[src/hdl/ipc_pkg.sv]
package ipc_pkg;

	localparam int FIELD_W = 8;
	localparam int COUNT_W = 31;

	localparam logic [COUNT_W-1:0] COUNT_CAP = {COUNT_W{1'b1}};

	typedef logic signed [FIELD_W-1:0] field_t;
	typedef logic [COUNT_W-1:0] count_t;

endpackage

[src/hdl/ipc_req_if.sv]
interface ipc_req_if import ipc_pkg::*; ();
	logic   valid;
	logic   ready;
	field_t max_part;
	field_t total;

	modport source (output valid, output max_part, output total, input ready);
	modport sink (input valid, input max_part, input total, output ready);
endinterface

[src/hdl/ipc_rsp_if.sv]
interface ipc_rsp_if import ipc_pkg::*; ();
	logic   valid;
	logic   ready;
	count_t count;
	logic   range_error;

	modport source (output valid, output count, output range_error, input ready);
	modport sink (input valid, input count, input range_error, output ready);
endinterface

[src/hdl/ipc_row_mem.sv]
module ipc_row_mem import ipc_pkg::*; #(
	parameter int DEPTH = 65
) (
	input  logic                     clk,
	input  logic                     we,
	input  logic [$clog2(DEPTH)-1:0] waddr,
	input  count_t                   wdata,
	input  logic                     re,
	input  logic [$clog2(DEPTH)-1:0] raddr_a,
	input  logic [$clog2(DEPTH)-1:0] raddr_b,
	output count_t                   rdata_a,
	output count_t                   rdata_b
);

	count_t mem_q [DEPTH];

	always_ff @(posedge clk) begin
		if (we) begin
			mem_q[waddr] <= wdata;
		end
	end

	// read data registered; holds when no read is issued
	always_ff @(posedge clk) begin
		if (re) begin
			rdata_a <= mem_q[raddr_a];
			rdata_b <= mem_q[raddr_b];
		end
	end

endmodule

[src/hdl/ipc_sat_add.sv]
module ipc_sat_add import ipc_pkg::*; (
	input  count_t a,
	input  count_t b,
	output count_t sum
);

	logic [COUNT_W:0] full;

	assign full = {1'b0, a} + {1'b0, b};
	// carry out means past the cap
	assign sum = full[COUNT_W] ? COUNT_CAP : full[COUNT_W-1:0];

endmodule

[src/hdl/integer_partition_count.sv]
// integer_partition_count: partitions of n into parts no larger than k.
// Flow: clear the row, then one add pass per part size p=1..k over entries p..n, then
//   read entry n; special cases (k or n <= 0, n > MAX_N) skip the table entirely.
// Throughput: one transaction at a time; the saturating adder and the row memory
//   handle one table update per cycle, so the add passes set the rate.
// Reset: arst_n asynchronous, active low; clears the sequencer and output valid only.
module integer_partition_count import ipc_pkg::*; #(
	parameter int MAX_N = 64
) (
	input  logic     clk,
	input  logic     arst_n,
	ipc_req_if.sink  req,
	ipc_rsp_if.source rsp
);

	localparam int DEPTH = MAX_N + 1;
	localparam int AW    = $clog2(DEPTH);

	typedef logic [AW-1:0] idx_t;

	// one-hot sequencer
	typedef enum logic [5:0] {
		S_IDLE  = 6'b000001,
		S_CLEAR = 6'b000010, // zero the row, entry 0 gets 1
		S_RUN   = 6'b000100, // one table update issued per cycle
		S_GAP   = 6'b001000, // drain the last write of a pass
		S_FETCH = 6'b010000, // read entry n
		S_DONE  = 6'b100000  // hand the result to the output register
	} state_t;

	state_t state_q;

	idx_t n_q;      // n
	idx_t k_q;      // min(k, n)
	idx_t p_q;      // current part size
	idx_t j_q;      // row index; also the clear pointer
	logic use_mem_q;  // result comes from the row (not a special case)
	logic one_q;      // special-case count: 0 or 1
	logic err_q;      // range error for this transaction

	// update stage: read data lands here in the cycle after issue
	logic v_s1;
	idx_t wj_s1;
	logic fwd_s1;     // part size 1: j-1 is being written as j is read
	count_t last_q;   // value written in the previous update

	// output register
	logic   out_valid_q;
	count_t count_q;
	logic   rerr_q;

	// memory and adder hookup
	logic   mem_we;
	idx_t   mem_waddr;
	count_t mem_wdata;
	logic   mem_re;
	idx_t   mem_raddr_a;
	idx_t   mem_raddr_b;
	count_t rdata_a;
	count_t rdata_b;
	count_t add_b;
	count_t sum;

	// input decode
	logic [FIELD_W-2:0] k_mag;
	logic [FIELD_W-2:0] n_mag;
	logic               is_neg;
	logic               is_over;
	logic               out_free;

	assign k_mag   = req.max_part[FIELD_W-2:0];
	assign n_mag   = req.total[FIELD_W-2:0];
	assign is_neg  = req.max_part[FIELD_W-1] | req.total[FIELD_W-1];
	assign is_over = !is_neg && (n_mag > (FIELD_W-1)'(MAX_N));
	assign out_free = !out_valid_q || rsp.ready;

	assign req.ready = (state_q == S_IDLE);

	assign rsp.valid       = out_valid_q;
	assign rsp.count       = count_q;
	assign rsp.range_error = rerr_q;

	// write port: clear sweep or the update stage, never both
	always_comb begin
		mem_we    = 1'b0;
		mem_waddr = wj_s1;
		mem_wdata = sum;
		if (state_q == S_CLEAR) begin
			mem_we    = 1'b1;
			mem_waddr = j_q;
			mem_wdata = (j_q == '0) ? count_t'(1) : '0;
		end else if (v_s1) begin
			mem_we = 1'b1;
		end
	end

	assign mem_re      = (state_q == S_RUN) || (state_q == S_FETCH);
	assign mem_raddr_a = (state_q == S_FETCH) ? n_q : j_q;
	assign mem_raddr_b = j_q - p_q;

	assign add_b = fwd_s1 ? last_q : rdata_b;

	ipc_row_mem #(
		.DEPTH(DEPTH)
	) u_row (
		.clk     (clk),
		.we      (mem_we),
		.waddr   (mem_waddr),
		.wdata   (mem_wdata),
		.re      (mem_re),
		.raddr_a (mem_raddr_a),
		.raddr_b (mem_raddr_b),
		.rdata_a (rdata_a),
		.rdata_b (rdata_b)
	);

	ipc_sat_add u_add (
		.a   (rdata_a),
		.b   (add_b),
		.sum (sum)
	);

	// sequencer
	always_ff @(posedge clk or negedge arst_n) begin
		if (!arst_n) begin
			state_q     <= S_IDLE;
			n_q         <= '0;
			k_q         <= '0;
			p_q         <= '0;
			j_q         <= '0;
			use_mem_q   <= 1'b0;
			one_q       <= 1'b0;
			err_q       <= 1'b0;
			v_s1        <= 1'b0;
			fwd_s1      <= 1'b0;
			out_valid_q <= 1'b0;
		end else begin
			v_s1   <= (state_q == S_RUN);
			fwd_s1 <= (state_q == S_RUN) && (p_q == idx_t'(1)) && (j_q != idx_t'(1));
			if (rsp.valid && rsp.ready && !((state_q == S_DONE) && out_free)) begin
				out_valid_q <= 1'b0;
			end
			case (state_q)
				S_IDLE: begin
					if (req.valid) begin
						err_q <= is_over;
						if (!is_neg && !is_over && (n_mag != '0) && (k_mag != '0)) begin
							// k above n behaves as k equal to n
							n_q       <= n_mag[AW-1:0];
							k_q       <= (k_mag > n_mag) ? n_mag[AW-1:0] : k_mag[AW-1:0];
							j_q       <= '0;
							use_mem_q <= 1'b1;
							one_q     <= 1'b0;
							state_q   <= S_CLEAR;
						end else begin
							use_mem_q <= 1'b0;
							one_q     <= !is_neg && !is_over && (n_mag == '0);
							state_q   <= S_DONE;
						end
					end
				end
				S_CLEAR: begin
					if (j_q == n_q) begin
						p_q     <= idx_t'(1);
						j_q     <= idx_t'(1);
						state_q <= S_RUN;
					end else begin
						j_q <= j_q + idx_t'(1);
					end
				end
				S_RUN: begin
					if (j_q == n_q) begin
						state_q <= S_GAP;
					end else begin
						j_q <= j_q + idx_t'(1);
					end
				end
				S_GAP: begin
					if (p_q == k_q) begin
						state_q <= S_FETCH;
					end else begin
						p_q     <= p_q + idx_t'(1);
						j_q     <= p_q + idx_t'(1);
						state_q <= S_RUN;
					end
				end
				S_FETCH: begin
					state_q <= S_DONE;
				end
				S_DONE: begin
					if (out_free) begin
						out_valid_q <= 1'b1;
						state_q     <= S_IDLE;
					end
				end
				default: begin
					state_q <= S_IDLE;
				end
			endcase
		end
	end

	// payload registers
	always_ff @(posedge clk) begin
		if (v_s1) begin
			last_q <= sum;
		end
		if (state_q == S_RUN) begin
			wj_s1 <= j_q;
		end
		if ((state_q == S_DONE) && out_free) begin
			count_q <= use_mem_q ? rdata_a : count_t'(one_q);
			rerr_q  <= err_q;
		end
	end

	// a range error always carries a zero count
	a_err_zero: assert property (@(posedge clk) disable iff (!arst_n)
		rsp.valid && rsp.range_error |-> rsp.count == '0)
		else $error("range error with nonzero count");

	// update indices stay inside the active row segment
	a_run_bounds: assert property (@(posedge clk) disable iff (!arst_n)
		state_q == S_RUN |-> (p_q <= j_q) && (j_q <= n_q) && (p_q <= k_q))
		else $error("update index out of range");

	// the clear sweep and the update stage never share the write port
	a_wr_port: assert property (@(posedge clk) disable iff (!arst_n)
		v_s1 |-> state_q != S_CLEAR)
		else $error("write port conflict");

	// a taken transaction holds off the next one
	a_one_at_a_time: assert property (@(posedge clk) disable iff (!arst_n)
		req.valid && req.ready |=> !req.ready)
		else $error("second transaction accepted while busy");

	// a finished result reaches the output register
	a_result_out: assert property (@(posedge clk) disable iff (!arst_n)
		state_q == S_DONE && out_free |=> rsp.valid)
		else $error("result lost");

endmodule
[src/flat_wrapper.sv]
// flat-port wrapper written by rule: the top's interface ports become plain ports
module integer_partition_count_flat import ipc_pkg::*;
#(
	parameter int MAX_N = 64
)
  (clk, arst_n, req_valid, req_max_part, req_total, req_ready, rsp_valid, rsp_count, rsp_range_error, rsp_ready);
  ipc_req_if req_i ();
  ipc_rsp_if rsp_i ();
  input  logic clk;
  input  logic arst_n;
  input wire logic [$bits(req_i.valid)-1:0] req_valid;
  input wire logic [$bits(req_i.max_part)-1:0] req_max_part;
  input wire logic [$bits(req_i.total)-1:0] req_total;
  output wire logic [$bits(req_i.ready)-1:0] req_ready;
  output wire logic [$bits(rsp_i.valid)-1:0] rsp_valid;
  output wire logic [$bits(rsp_i.count)-1:0] rsp_count;
  output wire logic [$bits(rsp_i.range_error)-1:0] rsp_range_error;
  input wire logic [$bits(rsp_i.ready)-1:0] rsp_ready;
  assign req_i.valid = req_valid;
  assign req_i.max_part = req_max_part;
  assign req_i.total = req_total;
  assign req_ready = req_i.ready;
  assign rsp_valid = rsp_i.valid;
  assign rsp_count = rsp_i.count;
  assign rsp_range_error = rsp_i.range_error;
  assign rsp_i.ready = rsp_ready;
  integer_partition_count #(.MAX_N(MAX_N)) u_core (.clk(clk), .arst_n(arst_n), .req(req_i), .rsp(rsp_i));
endmodule
[config.mk]
export PLATFORM = sky130hd
export DESIGN_NAME = integer_partition_count_flat
export DESIGN_NICKNAME = d
export VERILOG_FILES = /design/src/hdl/ipc_pkg.sv /design/src/hdl/ipc_req_if.sv /design/src/hdl/ipc_rsp_if.sv /design/src/hdl/ipc_row_mem.sv /design/src/hdl/ipc_sat_add.sv /design/src/hdl/integer_partition_count.sv /design/src/flat_wrapper.sv
export SDC_FILE = /design/constraint.sdc
export NUM_CORES = 2
export LEC_CHECK = 0
export BUFFER_PORTS_ARGS = -buffer_cell sky130_fd_sc_hd__buf_2
export CORE_ASPECT_RATIO = 1.1
export CORE_MARGIN = 4
export CORE_UTILIZATION = 40
export CTS_CLUSTER_SIZE = 12
export DETAILED_ROUTE_END_ITERATION = 10
export PLACE_DENSITY_LB_ADDON = 0.15
export SKIP_LAST_GASP = 1
export SYNTH_ARGS = -nofsm -noshare
export SYNTH_HDL_FRONTEND = slang
export SYNTH_HIERARCHICAL = 1
export SYNTH_SLANG_ARGS = --single-unit
[constraint.sdc]
create_clock -name clk -period 10.7 [get_ports clk]
set_input_delay 0.535 -clock clk [delete_from_list [all_inputs] [get_ports clk]]
set_output_delay 0.535 -clock clk [all_outputs]
set_load 0.005 [all_outputs]
# Word level (Yosys, flattened, before mapping)
# Memories as Yosys holds them, arrays and structs flattened. A register that Yosys moved wholly into a read port is not among the register bits.
# Cells that the tools add are included.
[word_totals]
ram_bits = 2015
ff_bits = 110
n_memories = 1
latch_bits = 0
input_bits = 20
romBits = 0
wordCells = 100
[mem_list]
columns = ["name", "words", "word_bits", "rd", "rd_clocked_by_memory_dff", "wr", "line", "rtl"]
rows = [
  ["u_core.u_row.mem_q", 65, 31, 2, 2, 1, "ipc_row_mem.sv:15", "count_t mem_q [DEPTH];"],
]
[classes]
bitwise = 1
div = 0
n_lt_le_gt_ge = 2
shifts = 0
n_mux = 32
add_sub_neg = 4
eq_ne = 17
mul = 0
reduce_logical = 27
[ops]
columns = ["operator", "count"]
rows = [
  ["2-to-1 mux 31 bit", 3],
  ["2-to-1 mux 7 bit", 9],
  ["case mux 6 bit (6 select lines)", 1],
  ["adder 31 x 31 -> 32 bit", 1],
  ["2-to-1 mux 6 bit", 5],
  ["case mux 7 bit (4 select lines)", 1],
  ["adder 7 x 1 -> 7 bit (second input constant)", 2],
  ["equality test 7 bit", 2],
  ["logical NOT 7 bit", 2],
  ["case mux 7 bit (2 select lines)", 1],
  ["nonzero test 7 bit", 2],
  ["2-to-1 mux 1 bit", 11],
  ["logical AND 1 bit", 10],
  ["inequality test 2 bit (second input constant)", 5],
  ["equality test 7 x 1 -> 1 bit (second input constant)", 1],
  ["> comparator 7 bit", 1],
  ["> comparator 7 bit (second input constant)", 1],
  ["inequality test 7 x 1 -> 1 bit (second input constant)", 1],
  ["subtractor 7 bit", 1],
  ["equality test 6 x 1 -> 1 bit (second input constant)", 1],
  ["equality test 6 x 2 -> 1 bit (second input constant)", 1],
  ["equality test 6 x 3 -> 1 bit (second input constant)", 1],
  ["equality test 6 x 4 -> 1 bit (second input constant)", 1],
  ["equality test 6 x 5 -> 1 bit (second input constant)", 1],
  ["other kinds (12)", 18],
]

# Logic depth before layout (Yosys ltp)
[logic_depth]
word_depth = 10
ltp_mapped = 16
depth_no_buf = 14

# Modules after synthesis
# The synthesis kept the hierarchy.
[by_module_without_submodules]
columns = ["module", "cells_per_inst", "instances", "area_each_um2", "seq_area_each_um2"]
rows = [
  ["ipc_row_mem", 5464, 1, 95602.9, 62369.8],
  ["integer_partition_count", 491, 1, 5748.0, 3104.2],
  ["ipc_sat_add", 265, 1, 1765.4, 0.0],
]

# Worst setup path after synthesis
# OpenSTA, ideal clock, no wires.
[synth_path]
path_type = "reg2reg"
from = "register u_core.state_q[2]"
to = "memory u_core/u_row/mem_q[16][0] (netlist bit) (enable)"
setup_ns = 0.458
n_path_buf = 3
setup_slack_ns = 5.885
stages_incl_launch_ff = 12
synth_period_minus_slack_ns = 4.815
t_required_ns = 10.242
arrival_ns = 4.358
cell_sequence = "dfrtp_1 clkbuf_1 nor2_1 nand4_1 clkbuf_1 clkbuf_1 nand2_1 o21ai_0 nor2_1 nand3_1 or3_1 nor3_1"
[synth_lines]
columns = ["element", "line", "rtl"]
rows = [
  ["start: declaration", "integer_partition_count.sv:31", "state_t state_q;"],
  ["start signal: assignment", "integer_partition_count.sv:126", "state_q <= S_IDLE;"],
  ["start signal: assignment", "integer_partition_count.sv:154", "state_q <= S_CLEAR;"],
  ["start signal: assignment", "integer_partition_count.sv:158", "state_q <= S_DONE;"],
  ["equality test 6 x 2 -> 1 bit", "integer_partition_count.sv:88", "if (state_q == S_CLEAR) begin"],
  ["2-to-1 mux 7 bit", "integer_partition_count.sv:88", ""],
  ["named net u_core.mem_waddr[6]", "integer_partition_count.sv:54", "idx_t mem_waddr;"],
  ["end: declaration", "ipc_row_mem.sv:15", ""],
]
# The timed path passes the listed nets, and every way through them passes these cells.

# Final worst setup path
[layout_path]
from = "register u_core.state_q[1]"
to = "register u_core.u_row.rdata_a[14] (read register of u_core.u_row.mem_q) (data pin)"
[layout_via]
elab_chain_cells = 2
[layout_rtl]
columns = ["element", "line", "rtl"]
rows = [
  ["equality test 6 x 5 -> 1 bit", "integer_partition_count.sv:98", "assign mem_raddr_a = (state_q == S_FETCH) ? n_q : j_q;"],
  ["2-to-1 mux 7 bit", "integer_partition_count.sv:98", ""],
  ["named net u_core.mem_raddr_a[4]", "integer_partition_count.sv:57", "idx_t mem_raddr_a;"],
  ["end: declaration", "ipc_row_mem.sv:11", "output count_t rdata_a,"],
]
# The timed path passes the listed nets, and every way through them passes these cells.
# A chain may end at the register's enable or synchronous reset.

==> parameters.txt <==
Parameter                              Value

Timing
  Transition time at the pin with the least slew margin    1.474 ns
  Total Neg Setup Slack    0 ns
  Fmax    0.1620 GHz
  Worst slew slack as a fraction of its limit    0.01220
  Clock Skews    0.03803 ns
  Setup repair after global routing missed its margin    no
  Max Transition Viols Final    0
  Count of final hold-check violations    0
  Time the worst path needs with I/O delays and setup    6.172 ns
  Setup violations, final    0
  Crit share post-route    0.5768
  Hold Slack    0.07506 ns

Final layout
  Area growth syn-to-layout    11.57%
  Footprint of the flip-flops and latches    0.06547 mm2
  Layout Nets    6,325
  Most common cell after layout, fill and taps aside    edfxtp_1
  Util after Layout    0.4482
  Fraction of layout cells with a size suffix above 1    0.2253
  Combined area of the multi-input logic cells    0.03609 mm2
  Fillcell total    22,297
  Leading cell types in the layout, fill and taps excluded    2,147 x edfxtp_1, 753 x mux2i_1, 589 x mux4_2

Floorplan
  Number of top-level pins    54
  Total Die Area    0.2660 mm2
  Row Count    195
  Height of the chip    540.5 um
  Core outline area    0.2567 mm2
  Die Wd    492.1 um
  Starting Density    0.4017

Critical path
  Data arrival time of the critical path    6.81 ns
  WP data required    11.33 ns
  Kind of start point of the critical path    register
  Critical path start-end classification    register to register
  R2R Setup Slk    4.53 ns
  Maximum fanout along the worst path    57
  FF-to-FF path depth    11
  Endpoint class of the critical path    register

Route
  Wire length reported by the detailed router    346.7 mm
  Per-cell via count in the routed design    6.396
  Number of DRC markers in iteration 0    7,312
  Pre-antenna DRT Iters    6
  Number of antenna-violating nets in the routed design    0
  Routed len/inst    35.11 um
  Drt drc    0
  Total via count in the routed design    63,162

Synthesis
  Warning count from the yosys run    6
  Multiplexer fraction of the synthesized cell area    0.2175
  Post-synth cell types    79
  Ys flop type    edfxtp_1
  Main combinational cell family by area after synthesis    multiplexers
  Fraction of synthesized cell area in xor and xnor cells    0.004417
  Average size of a mapped cell    16.58 um2
  Number of instances in the synthesized netlist    6,220
  Number of storage elements in the synthesis netlist    2,187
  Cell area after synthesis    0.1031 mm2
  Sequential-to-total area share from yosys stat    0.6350
  Fraction of the mapped netlist area in simple logic gates    0.04299
  Fraction of the mapped netlist area in compound gates    0.07074
  Synthesized-area fraction occupied by adder cells    0.006334
  Async set-reset flop share out of synthesis    0.01829
  Number of enable flip-flop cells after synthesis    2,147
  Net count after synthesis    6,291

CTS
  Clk Latency, worst-skew pair    0.89 ns
  Clock-pin transition on the worst setup and hold timing paths    0.06 ns
  Number of buffers created by CTS    235
  H-tree levels    4
  Buffer count from post-CTS setup fixing    0
  Hold bufs inserted after CTS    16
  Master cell of the clock root buffer    clkbuf_16
  Clock tree from TritonCTS    yes
  Clock tree sinks    2,187
  Post-cts sizing count    0
  Max Buffers Root-to-Sink    4

Power and ir drop
  PwrDens    189.6 mW/mm2
  Worst vdd ir    0.0001664 V
  Static leakage    33.57 nW

Global routing
  GR Overflow Total    0
  Largest net degree at the start of global routing    120
  Number of antenna violations at the first check in global routing    24
  Number of global-route vias before repair    62,446
  Combined global-route utilization of all metal layers    0.2540
  Wire length of the first global-routing pass    484.5 mm

Status
  Status    complete, but fails checks
  Violations in the final reports    max-capacitance violations

Min path
  Class of the most critical hold timing path    primary input to register
  Hold Crit Depth    3

Run
  Max-cap viol count    1

Placement
  Total of buffers placed on input and output ports    53
  HPWL after DPL    200.0 mm
  Gpl congestion    0.8670
[stage by stage]
step / cell area (um2) / std cells / power, W / setup WS [ns]
after floorplan: 103100 / 6220 / 0.01254 / 5.885
after global placement: 107900 / 9448 / 0.01427 / 4.737
after detailed placement: 107900 / 9448 / 0.01427 / 4.584
after CTS: 115000 / 9862 / 0.02189 / 4.582
after global routing: 115000 / 9863 / 0.02254 / 4.320
final: 115000 / 9876 / 0.02181 / 4.528
[worst max-delay path, cell delays in order, from the launching register on]
cell and delay [ns]:
dfrtp_1 0.45, nor4_1 0.36, nand3b_1 0.51, mux2_8 0.73
buf_4 0.61, nor2b_4 1.03, buf_4 0.64, buf_4 0.63
a221oi_1 0.22, o21ai_0 0.16, nand4_1 0.13, a31o_1 0.24
[Yosys cell counts, drive strengths merged, types with 4 or more instances]
| library cell | instances | area [um2] |
|---|---|---|
| nand3b | 10 | 75.07 |
| inv | 31 | 116.4 |
| a31o | 30 | 262.8 |
| a21boi | 6 | 45.04 |
| a2111oi | 61 | 703.2 |
| a21o | 14 | 105.1 |
| buf | 240 | 1429 |
| mux2i | 753 | 7537 |
| o22ai | 191 | 1195 |
| a31oi | 6 | 37.54 |
| xnor2 | 28 | 245.2 |
| nand3 | 24 | 120.1 |
| o31ai | 4 | 30.03 |
| o211ai | 36 | 275.3 |
| a22oi | 188 | 1411 |
| mux2 | 144 | 1622 |
| mux4 | 589 | 13270 |
| nor3 | 45 | 230.2 |
| or4 | 4 | 37.53 |
| or3 | 5 | 31.28 |
| or2 | 4 | 25.02 |
| clkbuf | 222 | 833.3 |
| dfrtp | 39 | 975.9 |
| and2 | 62 | 387.9 |
| o21ai | 135 | 679.4 |
| o2bb2ai | 5 | 43.79 |
| o21a | 4 | 30.03 |
| nor2 | 326 | 1224 |
| nor4 | 67 | 419.2 |
| a21oi | 208 | 1045 |
| a211oi | 97 | 728.2 |
| nand2 | 117 | 441.7 |
| a221oi | 62 | 543.0 |
| edfxtp | 2147 | 64470 |
| ha | 49 | 613.1 |
| nand4 | 43 | 269.0 |
| nand4b | 7 | 61.31 |
| xor2 | 24 | 210.2 |
| nor2b | 111 | 694.4 |
| nand2b | 45 | 281.5 |
[flip-flops by register name, indices dropped and copies added (netlist names), 6 cells and up]
name                  flops
u_core/j_q                7
u_core/k_q                7
u_core/last_q            31
u_core/n_q                7
u_core/p_q                7
u_core/rsp.count         31
u_core/state_q            6
u_core/u_row/mem_q     2015
u_core/u_row/rdata_a     31
u_core/u_row/rdata_b     31
u_core/wj_s1              7
[power breakdown]
group | total (W) | internal (W) | switching (W)
Sequential | 0.00959 | 0.00953 | 0.0000622
Clock | 0.00764 | 0.00431 | 0.00333
Combinational | 0.00457 | 0.00159 | 0.00299
[layer usage]
layer / part of all wire / global-route usage / wire (um) / up-vias
met5: 0.000084 / 0 / 29 / -
met4: 0.030 / 0.07318 / 10510 / 4
met3: 0.082 / 0.04372 / 28480 / 580
met2: 0.48 / 0.4172 / 166600 / 2903
met1: 0.41 / 0.3487 / 141100 / 33954
li1: - / - / - / 25721
[area by class of cell]
class                   count  share of cell area
flip-flops and latches   2187              0.5691
inverters                  32            0.001109
multi-input cells        3539              0.3137
clock inverters           102            0.006775
clock buffers             296             0.05393
repair buffers            259             0.01762
diodes                     14           0.0003045
well taps                3447             0.03749
[path summary, 6_finish.rpt]
path	from	to
worst min-delay path	rsp_ready	u_core/rsp.valid$_DFF_PN0_
worst min register to register	u_core/err_q$_DFFE_PN0P_	u_core/rsp.range_error$_DFFE_PN_
worst max-delay path	u_core/state_q[1]$_DFFE_PN0P_	u_core/u_row/rdata_a[14]$_DFFE_PP_
max in group asynchronous	arst_n	u_core/p_q[6]$_DFFE_PN0P_
worst max register to register	u_core/state_q[1]$_DFFE_PN0P_	u_core/u_row/rdata_a[14]$_DFFE_PP_
min in group asynchronous	arst_n	u_core/rsp.valid$_DFF_PN0_
[cells by family after synthesis]
logic type,after synthesis
AO/OA/AOI/OAI,1065
XOR/XNOR,52
adder cells (fa/ha/maj),51
buffers and inverters,494
flip-flops,2187
multiplexers,1486
AND/OR/NAND/NOR,885
(Power assumes the default switching activity.)
